===== src/rtl/mctw_pkg.sv =====
// ----------------------------------------------------------------------------
// mctw_pkg: shared types and constants for the multi-channel task watchdog
// Holds the action and event codes, reset defaults and the table entry type.
// ----------------------------------------------------------------------------
`default_nettype none

package mctw_pkg;

    // reset value of both timing registers
    localparam logic [15:0] DEFAULT_PERIOD_MS = 16'd5000;

    // input action codes
    localparam logic [1:0] ACT_TICK      = 2'd0;
    localparam logic [1:0] ACT_REGISTER  = 2'd1;
    localparam logic [1:0] ACT_HEARTBEAT = 2'd2;

    // event kinds
    localparam logic EVT_RESTART = 1'b0;
    localparam logic EVT_SYS_RST = 1'b1;

    // config register indexes (taken from paddr[2])
    localparam logic REG_CHECK_PERIOD  = 1'b0;
    localparam logic REG_INITIAL_DELAY = 1'b1;

    // stream word widths and config address width
    localparam int S_TDATA_W = 40;
    localparam int M_TDATA_W = 40;
    localparam int APB_AW    = 3;

    // one channel entry as kept in the table RAM
    typedef struct packed {
        logic [31:0] timeout;
        logic [31:0] last_beat;
        logic        restartable;
        logic        running;
    } entry_t;

    localparam int ENTRY_W = $bits(entry_t);

    // one watchdog event
    typedef struct packed {
        logic [3:0]  channel;
        logic        kind;
        logic        delete_task;
        logic [31:0] elapsed;
    } event_t;

endpackage

`default_nettype wire


===== src/rtl/mctw_ram.sv =====
// ----------------------------------------------------------------------------
// mctw_ram: generic single-port-write, single-port-read RAM
// One write and one registered read per cycle; read data holds when idle.
// ----------------------------------------------------------------------------
`default_nettype none

module mctw_ram #(
    parameter int WIDTH = 8,
    parameter int DEPTH = 16,
    parameter int AW    = (DEPTH > 1) ? $clog2(DEPTH) : 1
) (
    input  wire logic             aclk,
    input  wire logic             we,
    input  wire logic [AW-1:0]    waddr,
    input  wire logic [WIDTH-1:0] wdata,
    input  wire logic             re,
    input  wire logic [AW-1:0]    raddr,
    output logic      [WIDTH-1:0] rdata
);

    logic [WIDTH-1:0] mem_reg [DEPTH];
    logic [WIDTH-1:0] rdata_reg;

    always_ff @(posedge aclk) begin
        if (we) begin
            mem_reg[waddr] <= wdata;
        end
        if (re) begin
            rdata_reg <= mem_reg[raddr];
        end
    end

    assign rdata = rdata_reg;

endmodule

`default_nettype wire


===== src/rtl/multi_channel_task_watchdog_core.sv =====
// ----------------------------------------------------------------------------
// multi_channel_task_watchdog_core: table-based software task watchdog
// Channel table in one RAM, walked by a scan sequencer on check-period ticks.
// ----------------------------------------------------------------------------
// A tick without a scan, a registration or an ignored word is taken in ST_IDLE
// alone. A heartbeat to a registered channel is a read-modify-write through the
// single read port: ST_IDLE, then ST_HB_WR. A scan tick walks ST_SCAN_RD for each
// entry, ST_SCAN_EV per registered one, ST_FLUSH; the event output can stall it.
// Items are taken one at a time; results leave through an output register. Reset
// is synchronous: valid bits, timers and control registers clear; the RAM is not cleared.
`default_nettype none

module multi_channel_task_watchdog_core #(
    parameter int MAX_CHANNELS = 16
) (
    input  wire logic                            aclk,
    input  wire logic                            aresetn,
    // input stream
    input  wire logic                            s_tvalid,
    output logic                                 s_tready,
    // [3:0] channel, [35:4] timeout_ms, [36] has_restart, [37] task_running
    input  wire logic [mctw_pkg::S_TDATA_W-1:0]  s_tdata,
    // [1:0] action
    input  wire logic [1:0]                      s_tuser,
    // event stream
    output logic                                 m_tvalid,
    input  wire logic                            m_tready,
    // [3:0] expired_channel, [4] delete_task, [36:5] elapsed_ms
    output logic      [mctw_pkg::M_TDATA_W-1:0]  m_tdata,
    // [0] event_kind
    output logic      [0:0]                      m_tuser,
    output logic                                 m_tlast,
    // config port
    input  wire logic                            psel,
    input  wire logic                            penable,
    input  wire logic                            pwrite,
    input  wire logic [mctw_pkg::APB_AW-1:0]     paddr,
    input  wire logic [31:0]                     pwdata,
    output logic      [31:0]                     prdata,
    output logic                                 pready
);

    import mctw_pkg::*;

    localparam int CH_W = (MAX_CHANNELS > 1) ? $clog2(MAX_CHANNELS) : 1;
    localparam logic [CH_W:0] IDX_END = (CH_W+1)'(MAX_CHANNELS);
    localparam logic [CH_W:0] IDX_ONE = (CH_W+1)'(1);

    localparam logic [2:0] ST_IDLE    = 3'd0;
    localparam logic [2:0] ST_HB_WR   = 3'd1;
    localparam logic [2:0] ST_SCAN_RD = 3'd2;
    localparam logic [2:0] ST_SCAN_EV = 3'd3;
    localparam logic [2:0] ST_FLUSH   = 3'd4;

    // registers
    logic [2:0]              state_reg, state_next;
    logic [CH_W:0]           idx_reg, idx_next;
    logic [MAX_CHANNELS-1:0] valid_reg, valid_next;
    logic [15:0]             period_reg, period_next;
    logic [15:0]             delay_reg, delay_next;
    logic [31:0]             now_reg, now_next;
    logic [15:0]             countdown_reg, countdown_next;
    logic                    pend_valid_reg, pend_valid_next;
    event_t                  pend_reg, pend_next;
    logic                    out_valid_reg, out_valid_next;
    event_t                  out_reg, out_next;
    logic                    out_last_reg, out_last_next;

    // RAM ports
    logic                    ram_we, ram_re;
    logic [CH_W-1:0]         ram_waddr, ram_raddr;
    entry_t                  ram_wdata, ram_rdata;

    // input word fields
    logic [1:0]              in_action;
    logic [3:0]              in_channel;
    logic [31:0]             in_timeout;
    logic                    in_restart, in_running;
    logic                    in_ch_ok;
    logic [CH_W-1:0]         in_idx;
    logic                    in_accept;

    // scan evaluation
    logic [CH_W-1:0]         scan_idx;
    logic [31:0]             elapsed;
    logic                    expired;
    logic                    out_free;
    logic                    cfg_write;

    assign in_action  = s_tuser;
    assign in_channel = s_tdata[3:0];
    assign in_timeout = s_tdata[35:4];
    assign in_restart = s_tdata[36];
    assign in_running = s_tdata[37];
    assign in_ch_ok   = (9'(in_channel) < 9'(MAX_CHANNELS));
    assign in_idx     = CH_W'(in_channel);

    assign s_tready  = (state_reg == ST_IDLE);
    assign in_accept = s_tvalid && s_tready;

    assign scan_idx = idx_reg[CH_W-1:0];
    assign elapsed  = now_reg - ram_rdata.last_beat;
    assign expired  = (ram_rdata.timeout != 32'd0) && (elapsed > ram_rdata.timeout);
    assign out_free = !out_valid_reg || m_tready;

    assign cfg_write = psel && penable && pwrite && pready;

    // channel table
    mctw_ram #(
        .WIDTH (ENTRY_W),
        .DEPTH (MAX_CHANNELS),
        .AW    (CH_W)
    ) u_table (
        .aclk  (aclk),
        .we    (ram_we),
        .waddr (ram_waddr),
        .wdata (ram_wdata),
        .re    (ram_re),
        .raddr (ram_raddr),
        .rdata (ram_rdata)
    );

    // sequencer and datapath next state
    always_comb begin
        state_next      = state_reg;
        idx_next        = idx_reg;
        valid_next      = valid_reg;
        period_next     = period_reg;
        delay_next      = delay_reg;
        now_next        = now_reg;
        countdown_next  = countdown_reg;
        pend_valid_next = pend_valid_reg;
        pend_next       = pend_reg;
        out_next        = out_reg;
        out_last_next   = out_last_reg;
        out_valid_next  = out_valid_reg && !m_tready;

        ram_we    = 1'b0;
        ram_waddr = in_idx;
        ram_wdata = '{timeout: in_timeout, last_beat: now_reg,
                      restartable: in_restart, running: in_running};
        ram_re    = 1'b0;
        ram_raddr = in_idx;

        // config writes must arrive only while idle; the block itself does not enforce it
        if (cfg_write) begin
            if (paddr[2] == REG_CHECK_PERIOD) begin
                period_next = pwdata[15:0];
            end else begin
                delay_next = pwdata[15:0];
            end
        end

        case (state_reg)
            ST_IDLE: begin
                if (in_accept) begin
                    case (in_action)
                        ACT_TICK: begin
                            now_next = now_reg + 32'd1;
                            if (countdown_reg <= 16'd1) begin
                                countdown_next = period_reg;
                                idx_next       = '0;
                                state_next     = ST_SCAN_RD;
                            end else begin
                                countdown_next = countdown_reg - 16'd1;
                            end
                        end
                        ACT_REGISTER: begin
                            if (in_ch_ok) begin
                                ram_we             = 1'b1;
                                valid_next[in_idx] = 1'b1;
                            end
                        end
                        ACT_HEARTBEAT: begin
                            if (in_ch_ok && valid_reg[in_idx]) begin
                                ram_re     = 1'b1;
                                idx_next   = (CH_W+1)'(in_idx);
                                state_next = ST_HB_WR;
                            end
                        end
                        default: begin
                        end
                    endcase
                end
            end

            // restamp the heartbeat, keep the rest of the entry
            ST_HB_WR: begin
                ram_we     = 1'b1;
                ram_waddr  = scan_idx;
                ram_wdata  = ram_rdata;
                ram_wdata.last_beat = now_reg;
                state_next = ST_IDLE;
            end

            // skip unregistered entries, read registered ones
            ST_SCAN_RD: begin
                ram_raddr = scan_idx;
                if (idx_reg == IDX_END) begin
                    state_next = ST_FLUSH;
                end else if (valid_reg[scan_idx]) begin
                    ram_re     = 1'b1;
                    state_next = ST_SCAN_EV;
                end else begin
                    idx_next = idx_reg + IDX_ONE;
                end
            end

            // check one entry; an event waits in pend until the next is known
            ST_SCAN_EV: begin
                if (!expired) begin
                    idx_next   = idx_reg + IDX_ONE;
                    state_next = ST_SCAN_RD;
                end else if (!pend_valid_reg || out_free) begin
                    if (pend_valid_reg) begin
                        out_next       = pend_reg;
                        out_last_next  = 1'b0;
                        out_valid_next = 1'b1;
                    end
                    pend_valid_next     = 1'b1;
                    pend_next.channel   = 4'(scan_idx);
                    pend_next.elapsed   = elapsed;
                    if (ram_rdata.restartable) begin
                        pend_next.kind        = EVT_RESTART;
                        pend_next.delete_task = ram_rdata.running;
                        ram_we     = 1'b1;
                        ram_waddr  = scan_idx;
                        ram_wdata  = ram_rdata;
                        ram_wdata.last_beat = now_reg;
                        ram_wdata.running   = 1'b0;
                        idx_next   = idx_reg + IDX_ONE;
                        state_next = ST_SCAN_RD;
                    end else begin
                        // system reset: valid bits, timing registers and timers back to reset values
                        pend_next.kind        = EVT_SYS_RST;
                        pend_next.delete_task = 1'b0;
                        valid_next     = '0;
                        period_next    = DEFAULT_PERIOD_MS;
                        delay_next     = DEFAULT_PERIOD_MS;
                        now_next       = 32'd0;
                        countdown_next = DEFAULT_PERIOD_MS;
                        state_next     = ST_FLUSH;
                    end
                end
            end

            // last event of the scan leaves with tlast set
            ST_FLUSH: begin
                if (!pend_valid_reg) begin
                    state_next = ST_IDLE;
                end else if (out_free) begin
                    out_next        = pend_reg;
                    out_last_next   = 1'b1;
                    out_valid_next  = 1'b1;
                    pend_valid_next = 1'b0;
                    state_next      = ST_IDLE;
                end
            end

            default: begin
                state_next = ST_IDLE;
            end
        endcase
    end

    // register update
    always_ff @(posedge aclk) begin
        if (!aresetn) begin
            state_reg      <= ST_IDLE;
            idx_reg        <= '0;
            valid_reg      <= '0;
            period_reg     <= DEFAULT_PERIOD_MS;
            delay_reg      <= DEFAULT_PERIOD_MS;
            now_reg        <= 32'd0;
            countdown_reg  <= DEFAULT_PERIOD_MS;
            pend_valid_reg <= 1'b0;
            out_valid_reg  <= 1'b0;
        end else begin
            state_reg      <= state_next;
            idx_reg        <= idx_next;
            valid_reg      <= valid_next;
            period_reg     <= period_next;
            delay_reg      <= delay_next;
            now_reg        <= now_next;
            countdown_reg  <= countdown_next;
            pend_valid_reg <= pend_valid_next;
            out_valid_reg  <= out_valid_next;
        end
        pend_reg     <= pend_next;
        out_reg      <= out_next;
        out_last_reg <= out_last_next;
    end

    // outputs
    assign m_tvalid   = out_valid_reg;
    assign m_tdata    = {3'b000, out_reg.elapsed, out_reg.delete_task, out_reg.channel};
    assign m_tuser[0] = out_reg.kind;
    assign m_tlast    = out_last_reg;

    // register readback
    assign pready = 1'b1;
    assign prdata = (paddr[2] == REG_INITIAL_DELAY) ? {16'd0, delay_reg}
                                                    : {16'd0, period_reg};

endmodule

`default_nettype wire


===== config.mk =====
export PLATFORM = sky130hd
export DESIGN_NAME = multi_channel_task_watchdog_core
export DESIGN_NICKNAME = d
export VERILOG_FILES = /design/src/rtl/mctw_pkg.sv /design/src/rtl/mctw_ram.sv /design/src/rtl/multi_channel_task_watchdog_core.sv
export SDC_FILE = /design/constraint.sdc
export NUM_CORES = 2
export LEC_CHECK = 0
export ABC_CLOCK_PERIOD_IN_PS = 10900
export BUFFER_PORTS_ARGS = -buffer_cell sky130_fd_sc_hd__buf_2
export CAP_MARGIN = 20
export CORE_ASPECT_RATIO = 0.9
export CORE_MARGIN = 2
export CORE_UTILIZATION = 45
export CTS_BUF_LIST = sky130_fd_sc_hd__clkbuf_8
export CTS_CLUSTER_DIAMETER = 100
export DETAILED_ROUTE_END_ITERATION = 16
export GPL_TIMING_DRIVEN = 0
export PLACE_DENSITY = 0.61
export SKIP_LAST_GASP = 1
export SLEW_MARGIN = 30
export SYNTH_ARGS = -nofsm -noshare
export SYNTH_HDL_FRONTEND = slang
export SYNTH_SLANG_ARGS = --single-unit

===== constraint.sdc =====
create_clock -name aclk -period 10.9 [get_ports aclk]
set_input_delay 0.545 -clock aclk [delete_from_list [all_inputs] [get_ports aclk]]
set_output_delay 0.545 -clock aclk [all_outputs]
set_load 0.01 [all_outputs]

Yosys cells after proc, flatten, opt, wreduce, memory -nomap -nowiden
Memory sizes are Yosys's and may differ from the RTL's. A register that Yosys moved wholly into a read port is not among the register bits.
Cells that the tools add are included.
Widths: inputs -> output; s select.
{"block": "classes", "n_addsub": 4, "reduce_logical": 24, "mux": 107, "eq_ne": 25, "bitwise_logic": 1, "order_cmp": 5}
{"cell": "$mux 16", "n": 24}
{"cell": "$mux 66", "n": 3}
{"cell": "$mux 38", "n": 5}
{"cell": "$mux 32", "n": 5}
{"cell": "$pmux 66 s2", "n": 1}
{"cell": "$pmux 38 s2", "n": 1}
{"cell": "$pmux 16 s2", "n": 2}
{"cell": "$pmux 32 s2", "n": 1}
{"cell": "$mux 5", "n": 8}
{"cell": "$add 32x1->32 const B", "n": 1}
{"cell": "$gt 32x32->1", "n": 1}
{"cell": "$reduce_bool 32->1", "n": 1}
{"cell": "$sub 32x32->32", "n": 1}
{"cell": "$mux 3", "n": 10}
{"cell": "$mux 1", "n": 29}
{"cell": "$reduce_and 6->1", "n": 3}
{"cell": "$le 16x1->1 const B", "n": 1}
{"cell": "$mux 4", "n": 4}
{"cell": "$ne 2x2->1 const B", "n": 8}
{"cell": "$or 16x16->16", "n": 1}
{"cell": "$sub 16x1->16 const B", "n": 1}
{"cell": "$ne 3x3->1 const B", "n": 5}
{"cell": "$pmux 5 s3", "n": 1}
{"cell": "$pmux 3 s4", "n": 1}
{"cell": "30 further kinds", "n": 48}
{"block": "word_totals", "regBits": 183, "ramBits": 1056, "mem_count": 1, "output_inout_bits": 77}
{"memory": "u_table.mem_reg", "words": 16, "word_bits": 66, "read_ports": 1, "rd_clocked_by_memory_dff": 1, "write_ports": 1, "line_no": "mctw_ram.sv:21", "rtl": "logic [WIDTH-1:0] mem_reg [DEPTH];"}

Longest topological paths before layout
{"block": "depth", "ltp_word": 8, "depth_mapped": 23, "depth_no_buf": 21}

Modules after synthesis
From an unflattened synthesis, not the netlist that was laid out.
{"block": "hier_totals", "hier_cells": 2922, "area_unflattened_um2": 52729.3}
{"module": "mctw_ram", "n_inst": 1, "seq_area_each_um2": 33692.3, "area_per_inst_um2": 41461.0, "cells_each": 1698}
{"module": "multi_channel_task_watchdog_core", "n_inst": 1, "seq_area_each_um2": 4434.3, "area_per_inst_um2": 11268.3, "cells_each": 1224}

Worst setup path after synthesis
OpenSTA, ideal clock, no wires.
{"block": "synth_path", "kind": "register to register", "from": "register now_reg[16]", "to": "memory u_table.mem_reg[7][0] in the netlist's numbering (enable)", "arrival_ns": 9.370, "period_less_slack_ns": 9.962, "slack_ns": 0.938, "setup_ns": 0.592, "path_stages_with_launch": 20, "cell_sequence": "dfxtp_1 > ha_1 > a211oi_1 > o21bai_1 > or4bb_1 > o21a_1 > nor4_1 > nor2_1 > a21oi_1 > xnor2_1 > ha_1 > nand4_1 > nor3_1 > and4_1 > o41a_1 > o21ai_1 > o21ai_1 > nand2_1 > clkbuf_1 > o32ai_1"}
{"block": "synth_between", "elab_chain_len": 7, "elab_cells_between_ends": 9, "classes_between": "add/sub: 1; order compare: 1; mux: 6; reduce/logical: 1"}
{"element": "from (decl)", "line_no": "multi_channel_task_watchdog_core.sv:61", "rtl": "logic [31:0] now_reg, now_next;"}
{"element": "from (signal assigned)", "line_no": "multi_channel_task_watchdog_core.sv:284", "rtl": "now_reg <= now_next;"}
{"element": "$sub 32x32->32 *", "line_no": "multi_channel_task_watchdog_core.sv:102", "rtl": "assign elapsed = now_reg - ram_rdata.last_beat;"}
{"element": "net elapsed[23]", "line_no": "multi_channel_task_watchdog_core.sv:85", "rtl": "logic [31:0] elapsed;"}
{"element": "$gt 32x32->1 *", "line_no": "multi_channel_task_watchdog_core.sv:103", "rtl": "assign expired = (ram_rdata.timeout != 32'd0) && (elapsed > ram_rdata.timeout);"}
{"element": "$logic_and 1x1->1 *", "line_no": "multi_channel_task_watchdog_core.sv:103"}
{"element": "$mux 1", "line_no": "multi_channel_task_watchdog_core.sv:211", "rtl": "if (!expired) begin"}
{"element": "$pmux 1 s3", "line_no": "multi_channel_task_watchdog_core.sv:154", "rtl": "case (state_reg)"}
{"element": "$mux 1", "line_no": "mctw_ram.sv:25", "rtl": "if (we) begin"}
{"element": "$mux 1 (implied by the code)", "line_no": "mctw_ram.sv:26", "rtl": "mem_reg[waddr] <= wdata;"}
{"element": "to (decl)", "line_no": "mctw_ram.sv:21"}
Mark *: on every way through the listed nets, which the timed path passes. The rest lies on a longest branch.

Worst setup path in the final report
{"block": "layout_path", "from": "register now_reg[0]", "to": "memory u_table.mem_reg[9][38] in the netlist's numbering (enable)"}
Same word-level chain as after synthesis.

==> impl_metrics.ini <==
[synthesis]
async_flop_share = 0
synthDistinctLibCells = 74
syn-instance-count = 3028
syn_area_per_cell_sq_um = 17.5
synthesis.area_sq_um = 53000
ys.flop_type = edfxtp_1
ys_ff_latch = 1305
yosysSeqAreaShare = 0.719
ys_warn_count = 0
synth-edff-count = 1199

[clock_tree]
cts_buffers = 203
cts_buffer_depth = 3
clock-sinks = 1305
cts_tree = yes
cts-root-buf = clkbuf_8
postCtsHoldBufs = 17
cts_setup_buffers = 0
clock_latency_ns = 0.87
h-tree-depth = 4
cts_resized = 0
clk_pin_slew_ns = 0.06

[flow_run]
maxCapViolCount = 0

[sta]
slew_viol_final = 0
setup_slack_ns = 2.39
tightest_slew_ns = 1.08
hold_violations = 0
period_minus_slack_ns = 8.51
hold_slack_ns = 0.201
min_period_over_period = 0.781
maxSlewHeadroom = 0.282
setup_viol = 0
fmax_mhz = 118
clock_skew_ns = 0.0470
rsz0062_at_grt = false

[power_and_ir_drop]
swShare = 0.235
p_leak_nw = 21.7
pwr_density_cell_nw_per_um2 = 163
ir_worst_vdd_v = 0.000106
switching_power_w = 0.00237
power_frac_seq = 0.543
clock_power_share = 0.388
p_comb_frac = 0.070
totalPowerFinal_w = 0.0101
power.internal_w = 0.00770

[layout]
drive_gt1_frac = 0.246
final_nets = 3657
final_cells = 5255
largest_reg_flops = 1056
syn_to_final_growth_pct = 16.4

[die]
rows = 119
io_pins = 161
die_h_um = 330
die_w_um = 366
start_util = 0.454
core_sq_um = 117000
die_area_sq_um = 121000

[grt]
grt_use_total = 0.236
antenna_found_initial = 8
grt_pass1_wl_mm = 208
grt-ovfl-total = 0
grt_pass1_vias = 30730
grt_max_degree = 28

[routing]
drtIter0Drc = 3892
wirelength_mm = 143
routed_via_density = 5.84
antenna_left = 0
drc = 0
wl_per_cell_um = 27.1
vias = 30715
drt_first_pass_iters = 6

[run_status]
outcome = finished clean

[placed_design]
io_buffers = 117
post-place-cells = 4855
hpwl_mm = 98.6
post-place-ws_ns = 2.59
finalWeightedCongestion = 0.870

[worst_setup_path]
worstSetupEndpointType = flip-flop
worstPathArrival_ns = 9.04
cp_max_fo = 21
path_class = flip-flop to flip-flop
slowest_delay_ns = 0.88
start_kind = flip-flop
required_ns = 11.43
crit_top_cell = buf_6
crit_path_top_delay_cell = dfxtp_1

[worst_hold_path]
min_path_type = primary input to flip-flop
==> worst paths after layout <==
| kind | startpoint | end | slack, ns | depth (start not counted) |
|---|---|---|---|---|
| worst min-delay path | penable | period_reg[5]$_SDFF_PN0_ | 0.20 | 5 |
| worst max register to register | now_reg[0]$_SDFFE_PN0P_ | u_table.mem_reg[9][38]$_DFFE_PP_ | 2.39 | 25 |
| worst max-delay path | now_reg[0]$_SDFFE_PN0P_ | u_table.mem_reg[9][38]$_DFFE_PP_ | 2.39 | 25 |
| worst min register to register | pend_reg[35]$_DFFE_PP_ | m_tdata[1]$_DFFE_PP_ | 0.42 | 0 |
==> cell usage after synthesis (68+ instances only) <==
cell type	count	share of area
a211oi_1	89	0.013
a21oi_1	84	0.0079
a31oi_1	73	0.0086
and2_1	71	0.0084
clkbuf_1	94	0.0067
dfxtp_1	106	0.040
edfxtp_1	1199	0.68
ha_1	68	0.016
inv_1	90	0.0064
mux4_2	271	0.12
nand2_1	271	0.019
nor2_1	96	0.0068
==> layer usage <==
metal,track usage,share of wire
met5,0,0
met4,0.0676,0.022
met3,0.0643,0.10
met2,0.365,0.46
met1,0.331,0.41
==> power by group through the flow <==
stage                     combinational [W]  sequential (W)  clock [W]
after floorplan                    0.000446         0.00557          0
after global placement             0.000664         0.00558          0
after detailed placement           0.000696         0.00557          0
after CTS                          0.000703         0.00547    0.00398
after global routing               0.000750         0.00547    0.00420
final                              0.000701         0.00547    0.00391
==> stage by stage <==
stage | util | TNS (ns) | cell area [sq um]
detailed placement | 0.494 | 0 | 57700
finish | 0.528 | 0 | 61700
floorplan | - | 0 | 53100
global route | 0.528 | 0 | 61700
global placement | 0.476 | -6177.02 | 55600
CTS | 0.528 | 0 | 61700
==> placed cells by master (no fill, tap or decap), drive strengths merged, types with 15 or more instances in the layout <==
cell,count
edfxtp,1199
buf,313
clkbuf,302
mux4,274
nand2,271
inv,155
dfxtp,106
nor2,97
clkinv,95
a211oi,89
a21oi,84
a31oi,73
and2,73
ha,68
o21ai,55
xnor2,52
mux2,49
nand3,36
a21o,23
conb,20
nor3,19
dlygate4sd3,17
nor2b,15
==> worst max-delay path: cells and delay by family (launching register included) <==
family,cells,cell delay [ns]
AOI/OAI and AO/OA,9,3.34
xor gates and xnor gates,1,0.24
adders and majority gates,3,0.68
DFF,1,0.88
buffers and inverters,7,1.60
and+or+nand+nor,5,1.38
==> logic make-up after synthesis <==
logic type,count (synthesis),share of synthesized area
compound gates,413,0.0529
xor+xnor,59,0.00975
fa+ha+maj,69,0.0164
buf+inv,261,0.0213
flops,1305,0.719
mux,328,0.128
other cells,2,0.000142
simple gates,591,0.0525
==> layout make-up <==
type                            count  area (sq um)
Multi-Input combinational cell   1480         14100
Tap cell                         1573          1970
Clock inverter                    172          1010
Sequential cell                  1305         38100
Antenna cell                        3          7.51
Fill cell                        9247         55100
Inverter                           90           338
Timing Repair Buffer              253          2500
Buffer                            171           801
Clock buffer                      208          2860
(Power assumes the default switching activity.)
